## src/rtl/tcc_pkg.sv

```systemverilog
package tcc_pkg;

  localparam int CHAR_W  = 8;
  localparam int COLOR_W = 8;
  localparam int CMD_W   = 2;
  localparam int POS_W   = 12;
  localparam int RGB_W   = 16;
  localparam int RES_W   = 13;   // resolution registers and cursor_y

  localparam logic [RES_W-1:0] RES_LIMIT = 13'd4096;

  localparam logic [CMD_W-1:0] CMD_DRAW   = 2'd0;
  localparam logic [CMD_W-1:0] CMD_CLEAR  = 2'd1;
  localparam logic [CMD_W-1:0] CMD_SCROLL = 2'd2;

  localparam logic [CHAR_W-1:0] CH_BACKSPACE = 8'd8;
  localparam logic [CHAR_W-1:0] CH_NEWLINE   = 8'd10;

  localparam logic REG_SCREEN_WIDTH  = 1'b0;
  localparam logic REG_SCREEN_HEIGHT = 1'b1;

  typedef struct packed {
    logic [CMD_W-1:0]  command;
    logic [POS_W-1:0]  pos_x;
    logic [POS_W-1:0]  pos_y;
    logic [CHAR_W-1:0] glyph_code;
    logic [RGB_W-1:0]  pixel_color;
    logic              last;
  } cmd_t;

endpackage

```

## src/rtl/tcc_char_if.sv

```systemverilog
interface tcc_char_if;
  import tcc_pkg::*;

  logic              valid;
  logic              ready;
  logic [CHAR_W-1:0]  char_code;
  logic [COLOR_W-1:0] red;
  logic [COLOR_W-1:0] green;
  logic [COLOR_W-1:0] blue;

  modport source(output valid, output char_code, output red, output green, output blue,
                 input ready);
  modport sink(input valid, input char_code, input red, input green, input blue,
               output ready);
endinterface

```

## src/rtl/tcc_cmd_if.sv

```systemverilog
interface tcc_cmd_if;
  import tcc_pkg::*;

  logic              valid;
  logic              ready;
  logic [CMD_W-1:0]  command;
  logic [POS_W-1:0]  pos_x;
  logic [POS_W-1:0]  pos_y;
  logic [CHAR_W-1:0] glyph_code;
  logic [RGB_W-1:0]  pixel_color;
  logic              last;

  modport source(output valid, output command, output pos_x, output pos_y,
                 output glyph_code, output pixel_color, output last, input ready);
  modport sink(input valid, input command, input pos_x, input pos_y,
               input glyph_code, input pixel_color, input last, output ready);
endinterface

```

## src/rtl/text_console_cursor_top.sv

```systemverilog
// Channel  Dir  Handshake    Payload
// chars    in   valid/ready  char_code, red, green, blue
// cmds     out  valid/ready  command, pos_x, pos_y, glyph_code, pixel_color, last
// cfg      in   cfg_we       cfg_index, cfg_data (no read-back)
//
// An item is taken into the input register, then it updates the cursor and
// loads zero, one or two commands into a two-slot output buffer at the same time.
// Throughput is set by the output buffer: one command per cycle while cmds.ready
// is high. An item is processed only once the buffer will be empty, and its way
// from input handshake to first command runs through the input register and slot0.
// The input register refills while commands still wait in the buffer.
// Reset (rst, synchronous) homes the cursor, empties both stages and loads
// the default 1024x768 screen; chars.ready stays low while rst is high.
// Config writes update cell-rounded sizes at once.
module text_console_cursor_top #(
  parameter int GLYPH_WIDTH  = 8,
  parameter int GLYPH_HEIGHT = 16
) (
  input  logic                       clk,
  input  logic                       rst,
  input  logic                       cfg_we,
  input  logic                       cfg_index,
  input  logic [tcc_pkg::RES_W-1:0]  cfg_data,
  tcc_char_if.sink                   chars,
  tcc_cmd_if.source                  cmds
);
  import tcc_pkg::*;

  // Cell sizes at resolution-register width
  localparam logic [RES_W-1:0] GW = RES_W'(GLYPH_WIDTH);
  localparam logic [RES_W-1:0] GH = RES_W'(GLYPH_HEIGHT);
  localparam logic [RES_W:0]   GW2 = (RES_W+1)'(2 * GLYPH_WIDTH);

  // floor(2^16 / d): with v <= 4096 the estimate is at most one low
  localparam int unsigned RECIP_W = 65536 / GLYPH_WIDTH;
  localparam int unsigned RECIP_H = 65536 / GLYPH_HEIGHT;

  // Reset values of the derived screen geometry
  localparam int unsigned COLS_PX_RST = (1024 / GLYPH_WIDTH) * GLYPH_WIDTH;
  localparam int unsigned ROWS_PX_RST = (768 / GLYPH_HEIGHT) * GLYPH_HEIGHT;
  localparam int unsigned LAST_ROW_RST =
      (ROWS_PX_RST > 0) ? ROWS_PX_RST - GLYPH_HEIGHT : 0;

  // Largest multiple of d not above v
  function automatic logic [RES_W-1:0] round_down(input logic [RES_W-1:0] v,
                                                  input int unsigned d,
                                                  input int unsigned recip);
    logic [28:0]      prod;
    logic [RES_W-1:0] q;
    logic [RES_W-1:0] base;
    logic [RES_W-1:0] rem;
    prod = 29'(v) * 29'(recip);
    q    = RES_W'(prod >> 16);
    base = RES_W'(32'(q) * d);
    rem  = v - base;
    if (rem >= RES_W'(d)) begin
      base = base + RES_W'(d);
    end
    return base;
  endfunction

  // Screen geometry, kept in cell-rounded form
  logic [RES_W-1:0] width;      // clamped screen width
  logic [RES_W-1:0] cols_px;    // columns * GLYPH_WIDTH
  logic [RES_W-1:0] rows_px;    // rows * GLYPH_HEIGHT
  logic [RES_W-1:0] last_row;   // y of the last text row

  logic [RES_W-1:0] cfg_clamp;
  logic [RES_W-1:0] cfg_round_w;
  logic [RES_W-1:0] cfg_round_h;

  always_comb begin
    cfg_clamp   = (cfg_data > RES_LIMIT) ? RES_LIMIT : cfg_data;
    cfg_round_w = round_down(cfg_clamp, GLYPH_WIDTH, RECIP_W);
    cfg_round_h = round_down(cfg_clamp, GLYPH_HEIGHT, RECIP_H);
  end

  always_ff @(posedge clk) begin
    if (rst) begin
      width    <= RES_W'(1024);
      cols_px  <= RES_W'(COLS_PX_RST);
      rows_px  <= RES_W'(ROWS_PX_RST);
      last_row <= RES_W'(LAST_ROW_RST);
    end else if (cfg_we) begin
      case (cfg_index)
        REG_SCREEN_WIDTH: begin
          width   <= cfg_clamp;
          cols_px <= cfg_round_w;
        end
        REG_SCREEN_HEIGHT: begin
          rows_px  <= cfg_round_h;
          last_row <= (cfg_round_h != '0) ? cfg_round_h - GH : '0;
        end
        default: begin
        end
      endcase
    end
  end

  // Input register
  logic               in_vld;
  logic [CHAR_W-1:0]  in_char;
  logic [COLOR_W-1:0] in_red;
  logic [COLOR_W-1:0] in_green;
  logic [COLOR_W-1:0] in_blue;

  // Output buffer: slot0 is at the port, slot1 follows
  cmd_t       slot0;
  cmd_t       slot1;
  logic [1:0] cnt;

  logic pop;
  logic process;

  assign pop     = cmds.valid && cmds.ready;
  // Load results only when the buffer is empty by the end of this cycle
  assign process = in_vld && ((cnt == 2'd0) || ((cnt == 2'd1) && pop));
  assign chars.ready = !rst && (!in_vld || process);

  always_ff @(posedge clk) begin
    if (rst) begin
      in_vld <= 1'b0;
    end else if (chars.valid && chars.ready) begin
      in_vld <= 1'b1;
    end else if (process) begin
      in_vld <= 1'b0;
    end
  end

  always_ff @(posedge clk) begin
    if (chars.valid && chars.ready) begin
      in_char  <= chars.char_code;
      in_red   <= chars.red;
      in_green <= chars.green;
      in_blue  <= chars.blue;
    end
  end

  // Cursor
  logic [POS_W-1:0] cursor_x;
  logic [RES_W-1:0] cursor_y;
  logic [POS_W-1:0] cursor_x_next;
  logic [RES_W-1:0] cursor_y_next;

  cmd_t       res_a;
  cmd_t       res_b;
  logic [1:0] res_n;

  logic             is_bs;
  logic             is_nl;
  logic             scroll;
  logic [RES_W-1:0] y_row;   // cursor y after any scroll
  logic [RGB_W-1:0] rgb565;
  cmd_t             draw;
  cmd_t             scr;

  always_comb begin
    is_bs  = (in_char == CH_BACKSPACE);
    is_nl  = (in_char == CH_NEWLINE);
    scroll = (cursor_y >= rows_px);
    y_row  = scroll ? last_row : cursor_y;
    rgb565 = {in_red[7:3], in_green[7:2], in_blue[7:3]};

    scr.command     = CMD_SCROLL;
    scr.pos_x       = '0;
    scr.pos_y       = last_row[POS_W-1:0];
    scr.glyph_code  = '0;
    scr.pixel_color = '0;
    scr.last        = is_nl;

    draw.command     = CMD_DRAW;
    draw.pos_x       = cursor_x;
    draw.pos_y       = y_row[POS_W-1:0];
    draw.glyph_code  = in_char;
    draw.pixel_color = rgb565;
    draw.last        = 1'b1;

    cursor_x_next = cursor_x;
    cursor_y_next = cursor_y;
    res_a = draw;
    res_b = draw;
    res_n = 2'd0;

    if (is_bs) begin
      // Backspace never scrolls; at the home position it does nothing
      if (cursor_x != '0 || cursor_y != '0) begin
        if (cursor_x == '0) begin
          cursor_y_next = (cursor_y >= GH) ? cursor_y - GH : '0;
          cursor_x_next = (cols_px != '0) ? POS_W'(cols_px - GW) : '0;
        end else begin
          cursor_x_next = ({1'b0, cursor_x} >= GW) ? POS_W'({1'b0, cursor_x} - GW) : '0;
        end
        res_a.command     = CMD_CLEAR;
        res_a.pos_x       = cursor_x_next;
        res_a.pos_y       = cursor_y_next[POS_W-1:0];
        res_a.glyph_code  = '0;
        res_a.pixel_color = '0;
        res_a.last        = 1'b1;
        res_n = 2'd1;
      end
    end else if (is_nl) begin
      res_a = scr;
      res_n = {1'b0, scroll};
      cursor_x_next = '0;
      cursor_y_next = y_row + GH;
    end else begin
      if (scroll) begin
        res_a = scr;
        res_b = draw;
        res_n = 2'd2;
      end else begin
        res_a = draw;
        res_n = 2'd1;
      end
      // Wrap when the next cell would not fit
      if ({2'b00, cursor_x} + GW2 > {1'b0, width}) begin
        cursor_x_next = '0;
        cursor_y_next = y_row + GH;
      end else begin
        cursor_x_next = cursor_x + GW[POS_W-1:0];
        cursor_y_next = y_row;
      end
    end
  end

  always_ff @(posedge clk) begin
    if (rst) begin
      cursor_x <= '0;
      cursor_y <= '0;
    end else if (process) begin
      cursor_x <= cursor_x_next;
      cursor_y <= cursor_y_next;
    end
  end

  always_ff @(posedge clk) begin
    if (rst) begin
      cnt <= 2'd0;
    end else if (process) begin
      cnt <= res_n;
    end else if (pop) begin
      cnt <= cnt - 2'd1;
    end
  end

  always_ff @(posedge clk) begin
    if (process) begin
      slot0 <= res_a;
      slot1 <= res_b;
    end else if (pop) begin
      slot0 <= slot1;
    end
  end

  assign cmds.valid       = (cnt != 2'd0);
  assign cmds.command     = slot0.command;
  assign cmds.pos_x       = slot0.pos_x;
  assign cmds.pos_y       = slot0.pos_y;
  assign cmds.glyph_code  = slot0.glyph_code;
  assign cmds.pixel_color = slot0.pixel_color;
  assign cmds.last        = slot0.last;

endmodule

```

## src/flat_wrapper.sv

```systemverilog
// flat-port wrapper written by rule: the top's interface ports become plain ports
module text_console_cursor_top_flat import tcc_pkg::*;
#(
  parameter int GLYPH_WIDTH  = 8,
  parameter int GLYPH_HEIGHT = 16
)
  (clk, rst, cfg_we, cfg_index, cfg_data, chars_valid, chars_char_code, chars_red, chars_green, chars_blue, chars_ready, cmds_valid, cmds_command, cmds_pos_x, cmds_pos_y, cmds_glyph_code, cmds_pixel_color, cmds_last, cmds_ready);
  tcc_char_if chars_i ();
  tcc_cmd_if cmds_i ();
  input  logic clk;
  input  logic rst;
  input  logic cfg_we;
  input  logic cfg_index;
  input  logic [tcc_pkg::RES_W-1:0] cfg_data;
  input wire logic [$bits(chars_i.valid)-1:0] chars_valid;
  input wire logic [$bits(chars_i.char_code)-1:0] chars_char_code;
  input wire logic [$bits(chars_i.red)-1:0] chars_red;
  input wire logic [$bits(chars_i.green)-1:0] chars_green;
  input wire logic [$bits(chars_i.blue)-1:0] chars_blue;
  output wire logic [$bits(chars_i.ready)-1:0] chars_ready;
  output wire logic [$bits(cmds_i.valid)-1:0] cmds_valid;
  output wire logic [$bits(cmds_i.command)-1:0] cmds_command;
  output wire logic [$bits(cmds_i.pos_x)-1:0] cmds_pos_x;
  output wire logic [$bits(cmds_i.pos_y)-1:0] cmds_pos_y;
  output wire logic [$bits(cmds_i.glyph_code)-1:0] cmds_glyph_code;
  output wire logic [$bits(cmds_i.pixel_color)-1:0] cmds_pixel_color;
  output wire logic [$bits(cmds_i.last)-1:0] cmds_last;
  input wire logic [$bits(cmds_i.ready)-1:0] cmds_ready;
  assign chars_i.valid = chars_valid;
  assign chars_i.char_code = chars_char_code;
  assign chars_i.red = chars_red;
  assign chars_i.green = chars_green;
  assign chars_i.blue = chars_blue;
  assign chars_ready = chars_i.ready;
  assign cmds_valid = cmds_i.valid;
  assign cmds_command = cmds_i.command;
  assign cmds_pos_x = cmds_i.pos_x;
  assign cmds_pos_y = cmds_i.pos_y;
  assign cmds_glyph_code = cmds_i.glyph_code;
  assign cmds_pixel_color = cmds_i.pixel_color;
  assign cmds_last = cmds_i.last;
  assign cmds_i.ready = cmds_ready;
  text_console_cursor_top #(.GLYPH_WIDTH(GLYPH_WIDTH), .GLYPH_HEIGHT(GLYPH_HEIGHT)) u_core (.clk(clk), .rst(rst), .cfg_we(cfg_we), .cfg_index(cfg_index), .cfg_data(cfg_data), .chars(chars_i), .cmds(cmds_i));
endmodule
```

## config.mk

```make
export PLATFORM = sky130hd
export DESIGN_NAME = text_console_cursor_top_flat
export DESIGN_NICKNAME = d
export VERILOG_FILES = /design/src/rtl/tcc_pkg.sv /design/src/rtl/tcc_char_if.sv /design/src/rtl/tcc_cmd_if.sv /design/src/rtl/text_console_cursor_top.sv /design/src/flat_wrapper.sv
export SDC_FILE = /design/constraint.sdc
export NUM_CORES = 1
export LEC_CHECK = 0
export BUFFER_PORTS_ARGS = -buffer_cell sky130_fd_sc_hd__buf_2
export CAP_MARGIN = 20
export CORE_ASPECT_RATIO = 1.75
export CORE_UTILIZATION = 53
export DETAILED_ROUTE_END_ITERATION = 7
export PLACE_DENSITY = 0.73
export SYNTH_ARGS = -nofsm -noshare
export SYNTH_HDL_FRONTEND = slang
export SYNTH_SLANG_ARGS = --single-unit
```

## constraint.sdc

```tcl
create_clock -name clk -period 3.6 [get_ports clk]
set_clock_uncertainty 0.1 [all_clocks]
set_input_delay 0 -clock clk [delete_from_list [all_inputs] [get_ports clk]]
set_output_delay 0 -clock clk [all_outputs]
set_load 0.005 [all_outputs]
```

## Yosys cells after proc, flatten, opt, wreduce, memory -nomap -nowiden

Cells that the tools add are included.

| operators by class | value |
|---|---|
| add/subtract/negate cells | 12 |
| magnitude comparators | 7 |
| eq/ne operators | 5 |
| mux-type cells | 32 |
| bitwise gates (word level) | 1 |
| reduce and logical (&&, ||, !) cells | 23 |

Operator list:

| operator | count |
|---|---|
| 51-bit 2-to-1 mux | 5 |
| 13-bit 2-to-1 mux | 11 |
| 12-bit 2-to-1 mux | 7 |
| 50-bit 2-to-1 mux | 1 |
| 13-bit nonzero test | 3 |
| 13-bit by 5-bit adder with 13-bit output (second input constant) | 2 |
| 13-bit by 5-bit >= comparator with 1-bit output (second input constant) | 2 |
| 13-bit subtractor | 2 |
| 13-bit by 5-bit subtractor with 13-bit output (second input constant) | 2 |
| 12-bit by 4-bit subtractor with 12-bit output (second input constant) | 2 |
| 8-bit by 4-bit equality test with 1-bit output (second input constant) | 2 |
| 14-bit by 13-bit greater-than comparator with 1-bit output | 1 |
| 12-bit by 5-bit adder with 13-bit output (second input constant) | 1 |
| 13-bit by 4-bit adder with 13-bit output (second input constant) | 1 |
| 13-bit >= comparator | 1 |
| 13-bit by 4-bit >= comparator with 1-bit output (second input constant) | 1 |
| 13-bit greater-than comparator (second input constant) | 1 |
| 12-bit by 4-bit adder with 12-bit output (second input constant) | 1 |
| 12-bit by 4-bit >= comparator with 1-bit output (second input constant) | 1 |
| 12-bit zero test | 1 |
| 12-bit nonzero test | 1 |
| 2-bit 2-to-1 mux | 5 |
| 2-bit AND reduction | 3 |
| 2-bit nonzero test | 3 |
| 10 further kinds | 20 |

| storage, ports and cells | value |
|---|---|
| register bits | 211 |
| bits of input ports | 51 |
| logic and storage cells | 103 |

## Depth between registers and ports, before layout

| depth | value |
|---|---|
| word-level depth | 9 |
| mapped depth | 13 |
| depth with buffers taken out | 12 |

## Least setup slack after synthesis

Ideal clock, no wire load.

| timing path | value |
|---|---|
| path type | reg2reg |
| start | register u_core.cursor_y[4] |
| end | register u_core.cursor_y[12] |
| library setup time | 0.115 ns |
| arrival | 3.033 ns |
| required time | 3.385 ns |
| slack | 0.352 ns |
| cell stages (with the launch flop) | 13 |
| clock period less this slack | 3.248 ns |
| cell sequence | dfxtp_1 -> inv_1 -> ha_1 -> and2_1 -> a311o_1 -> o21a_2 -> nor2_4 -> buf_2 -> mux2_2 -> ha_1 -> o211ai_1 -> or4_1 -> a31o_1 |

RTL lines:

| element | line | RTL |
|---|---|---|
| from (decl) | text_console_cursor_top.sv:141 | `logic [RES_W-1:0] cursor_y;` |
| from (signal assigned) | text_console_cursor_top.sv:232 | `cursor_y <= cursor_y_next;` |

## Final worst setup path

| timing path | value |
|---|---|
| start | register u_core.cursor_x[4] |
| end | register u_core.cursor_x[5] |

| on the way | value |
|---|---|
| longest elaborated chain between the ends | 5 |
| elaborated cells between the ends (all ways) | 16 |

Ends and longest elaborated chain:

| element | line | RTL |
|---|---|---|
| from (decl) | text_console_cursor_top.sv:140 | `logic [POS_W-1:0] cursor_x;` |
| from (signal assigned) | text_console_cursor_top.sv:231 | `cursor_x <= cursor_x_next;` |
| 12-bit by 5-bit adder with 13-bit output, or another cell as far along | text_console_cursor_top.sv:216 | `if ({2'b00, cursor_x} + GW2 > {1'b0, width}) begin` |
| 14-bit by 13-bit greater-than comparator with 1-bit output or 12-bit 2-to-1 mux (tied branches) | text_console_cursor_top.sv:216, text_console_cursor_top.sv:191 |  |
| 12-bit 2-to-1 mux, on equally long branches | text_console_cursor_top.sv:216, text_console_cursor_top.sv:187 |  |
| 12-bit 2-to-1 mux, on equally long branches | text_console_cursor_top.sv:201, text_console_cursor_top.sv:186 |  |
| 12-bit 2-to-1 mux | text_console_cursor_top.sv:184 | `if (is_bs) begin` |

Parallel ways exist; a longest one is shown, timed or not. The select of a mux whose other input is x is not followed.
A chain may end at the register's enable or synchronous reset.

==> flow_metrics.py <==
metrics = {
    "outcome": {
        "status": "completed",
    },
    "synth": {
        "ys_types": 71,
        "yosysSeqAreaShare": 0.5331,
        "syn_area_per_cell_um2": 10.22,
        "yosys_warnings": 0,
        "synthFlopType": "edfxtp_1",
        "synth_nets": 982,
        "yosysTopAreaCellShare": 0.4039,
        "synth-edff-count": 123,
        "syn-cell-area_um2": 9144,
        "async_reset_ff_frac": 0,
        "postSynthRegisterBits": 182,
        "synth_cells": 895,
        "synth_largest_area_cell": "edfxtp_1",
        "synth_area_leaders": "edfxtp_1 (40%), dfxtp_1 (13%), nand2_1 (5.1%)",
    },
    "cells_and_area": {
        "final_layout_size_suffix_gt1_frac": 0.1961,
        "layout_common_cells": "nand2_1 (125), edfxtp_1 (123), buf_2 (95)",
        "nets": 1142,
        "area_growth_pct": 21.77,
        "final_common_cell": "nand2_1",
        "antennaDiodeCount": 0,
        "fillers": 1352,
    },
    "drt": {
        "vias": 7422,
        "drc": 0,
        "wirelength_um": 23150,
        "ant_nets": 0,
        "wire_per_inst_um": 17.90,
        "firstDrtPassIters": 6,
        "vias_per_cell": 5.740,
        "drtIter0Drc": 573,
    },
    "clock_network": {
        "clockBufferDepth": 2,
        "clock_sinks": 182,
        "cts_tree": "done",
        "cts_buffers": 17,
        "clk_pin_slew_ns": 0.07,
        "cts-root-buf": "clkbuf_16",
        "insertion_delay_ns": 0.44,
        "htree_levels": 4,
    },
    "global_routing": {
        "grt_start_max_net_pins": 55,
        "antenna_found_initial": 0,
        "grt_pass1_vias": 7362,
        "grtUsageMet3": 0.03900,
        "grt_pass1_wl_um": 36820,
        "grt_overflow": 0,
        "grtUsageTotal": 0.2702,
        "use_met1": 0.2997,
        "grt-busiest-layer": "met2",
        "met2_usage": 0.4816,
    },
    "sta": {
        "drv_slew": 0,
        "hold_viol": 0,
        "fin_crit_sh": 0.9774,
        "fin_crit_ns": 3.519,
        "worst_slew_pin_slew_ns": 0.9136,
        "rsz0062_at_grt": "true",
        "slew_headroom": 0.3909,
        "setup_tns_ns": 0,
        "clock.fmax_mhz": 284.2,
        "setup_viol": 0,
        "worst_hold_slack_ns": 0.02384,
    },
    "power_and_ir_drop": {
        "pwr_density_cell_nw_per_um2": 548.3,
        "switchingPower_w": 0.001922,
        "comb_power_share": 0.273,
        "power_leakage_nw": 4.406,
        "intPower_w": 0.004182,
        "max-vdd-ir-drop_mv": 0.4494,
        "p_sw_frac": 0.3149,
        "clockPowerShare": 0.293,
        "pwr-share-seq": 0.434,
    },
    "die": {
        "core_um2": 16950,
        "num_io_pins": 104,
        "fp-row-count": 63,
        "die-width_um": 101.3,
        "die_h_um": 175.8,
        "dieArea_um2": 17800,
        "start_util": 0.5395,
    },
    "setup_path": {
        "cp-start-kind": "register",
        "cp.arrival_ns": 3.78,
        "crit_fanout": 5,
        "cp-end-kind": "register",
        "critical_path_class": "register to register",
        "cp.required_ns": 3.86,
    },
    "hold_path": {
        "min_path_type": "input pin to register",
    },
    "job": {
        "drv_cap": 0,
    },
    "place": {
        "post-dp-hpwl_um": 16150,
        "portBuffers": 95,
        "globalplace.congestion": 0.9654,
    },
}
## final timing paths
path                                          end  cells past startpoint                       startpoint  slack [ns]
hold / removal     u_core.cols_px[5]$_SDFFE_PP0P_                      4                           cfg_we        0.02
hold reg to reg         u_core.slot1[1]$_DFFE_PP_                      0      u_core.in_blue[3]$_DFFE_PP_        0.35
setup reg to reg  u_core.cursor_x[5]$_SDFFE_PP0P_                     14  u_core.cursor_x[4]$_SDFFE_PP0P_        0.08
setup / recovery  u_core.cursor_x[5]$_SDFFE_PP0P_                     14  u_core.cursor_x[4]$_SDFFE_PP0P_        0.08
## cell type report
type,instances,area (um^2),area share
clock buffers,17,425.4,0.03821
clock inverters,13,126.4,0.01135
repair buffers,194,1340,0.1204
inverters,40,150.1,0.01348
well taps,227,284.0,0.02551
flip-flops and latches,182,4875,0.4378
multi-input cells,620,3934,0.3533
## sequential cells by signal (all words and copies together) (netlist names), 5 cells and up
signal,count
u_core.slot1,48
u_core.cmds.pixel_color,16
u_core.cursor_y,13
u_core.cmds.pos_x,12
u_core.cmds.pos_y,12
u_core.cursor_x,12
u_core.cols_px,10
u_core.last_row,9
u_core.rows_px,9
u_core.cmds.glyph_code,8
u_core.in_char,8
u_core.in_green,6
u_core.in_blue,5
u_core.in_red,5
## metal layers
| layer | part of all wire | up-vias |
|---|---|---|
| met5 | 0 | - |
| met1 | 0.39 | 3484 |
| met4 | 0.048 | 0 |
| met2 | 0.52 | 286 |
| met3 | 0.046 | 82 |
| li1 | - | 3570 |
## per-stage QoR
| step | setup slack (ns) | total power (W) | util | instances | instance area, um^2 |
|---|---|---|---|---|---|
| global placement | 0.1656 | 0.004239 | 0.5928 | 1212 | 10050 |
| CTS | 0.05940 | 0.006078 | 0.6532 | 1289 | 11070 |
| detailed placement | 0.1180 | 0.004270 | 0.5928 | 1212 | 10050 |
| finish | 0.08139 | 0.006105 | 0.6570 | 1293 | 11130 |
| floorplan | 0.3515 | 0.003725 | - | 895 | 9144 |
| global route | -0.07779 | 0.006395 | 0.6570 | 1293 | 11130 |
## cell usage after synthesis (all sizes together) (14+ instances only)
cell / count
a21oi: 59
a221oi: 20
and2: 14
buf: 15
clkbuf: 38
dfxtp: 59
edfxtp: 123
ha: 36
inv: 39
nand2: 125
nand3: 21
nor2: 75
nor3: 18
o21ai: 53
xnor2: 19
## power by group through the flow
stage	combinational (W)	sequential [W]	clock [W]
6_report	0.00167	0.00265	0.00179
5_1_grt	0.00183	0.00267	0.00189
4_1_cts	0.00163	0.00265	0.00181
3_5_place_dp	0.00158	0.00269	0
3_3_place_gp	0.00156	0.00268	0
2_1_floorplan	0.00104	0.00269	0
## worst max-delay path, cell delays in order (launching register included)
cell	delay, ns
dfxtp_1	0.33
ha_1	0.22
and3_1	0.20
and3_1	0.21
and3_1	0.21
ha_4	0.27
nand3_1	0.11
or4_4	0.55
o21ai_0	0.09
o211ai_1	0.27
buf_4	0.27
buf_4	0.14
nor4b_1	0.24
o21ai_1	0.09
a21oi_1	0.14
## logic make-up (layout without fill, tap and decap cells)
group,Yosys count,in the layout,synth area share
simple gates,324,324,0.1739
compound gates,218,218,0.1602
flops,182,182,0.5331
buf+inv,93,264,0.04037
fa+ha+maj,36,36,0.04926
xor+xnor,30,30,0.02874
mux,12,12,0.01437
## what timing repair did
| action | 4_1_cts | 5_1_grt |
|---|---|---|
| endpoints found under the hold margin | 62 | 0 |
| hold buffers | 47 | 0 |
| setup buffers | 0 | 3 |
| setup endpoints to repair | 0 | 14 |
| gates resized for setup | 0 | 7 |
(Power assumes the default switching activity.)
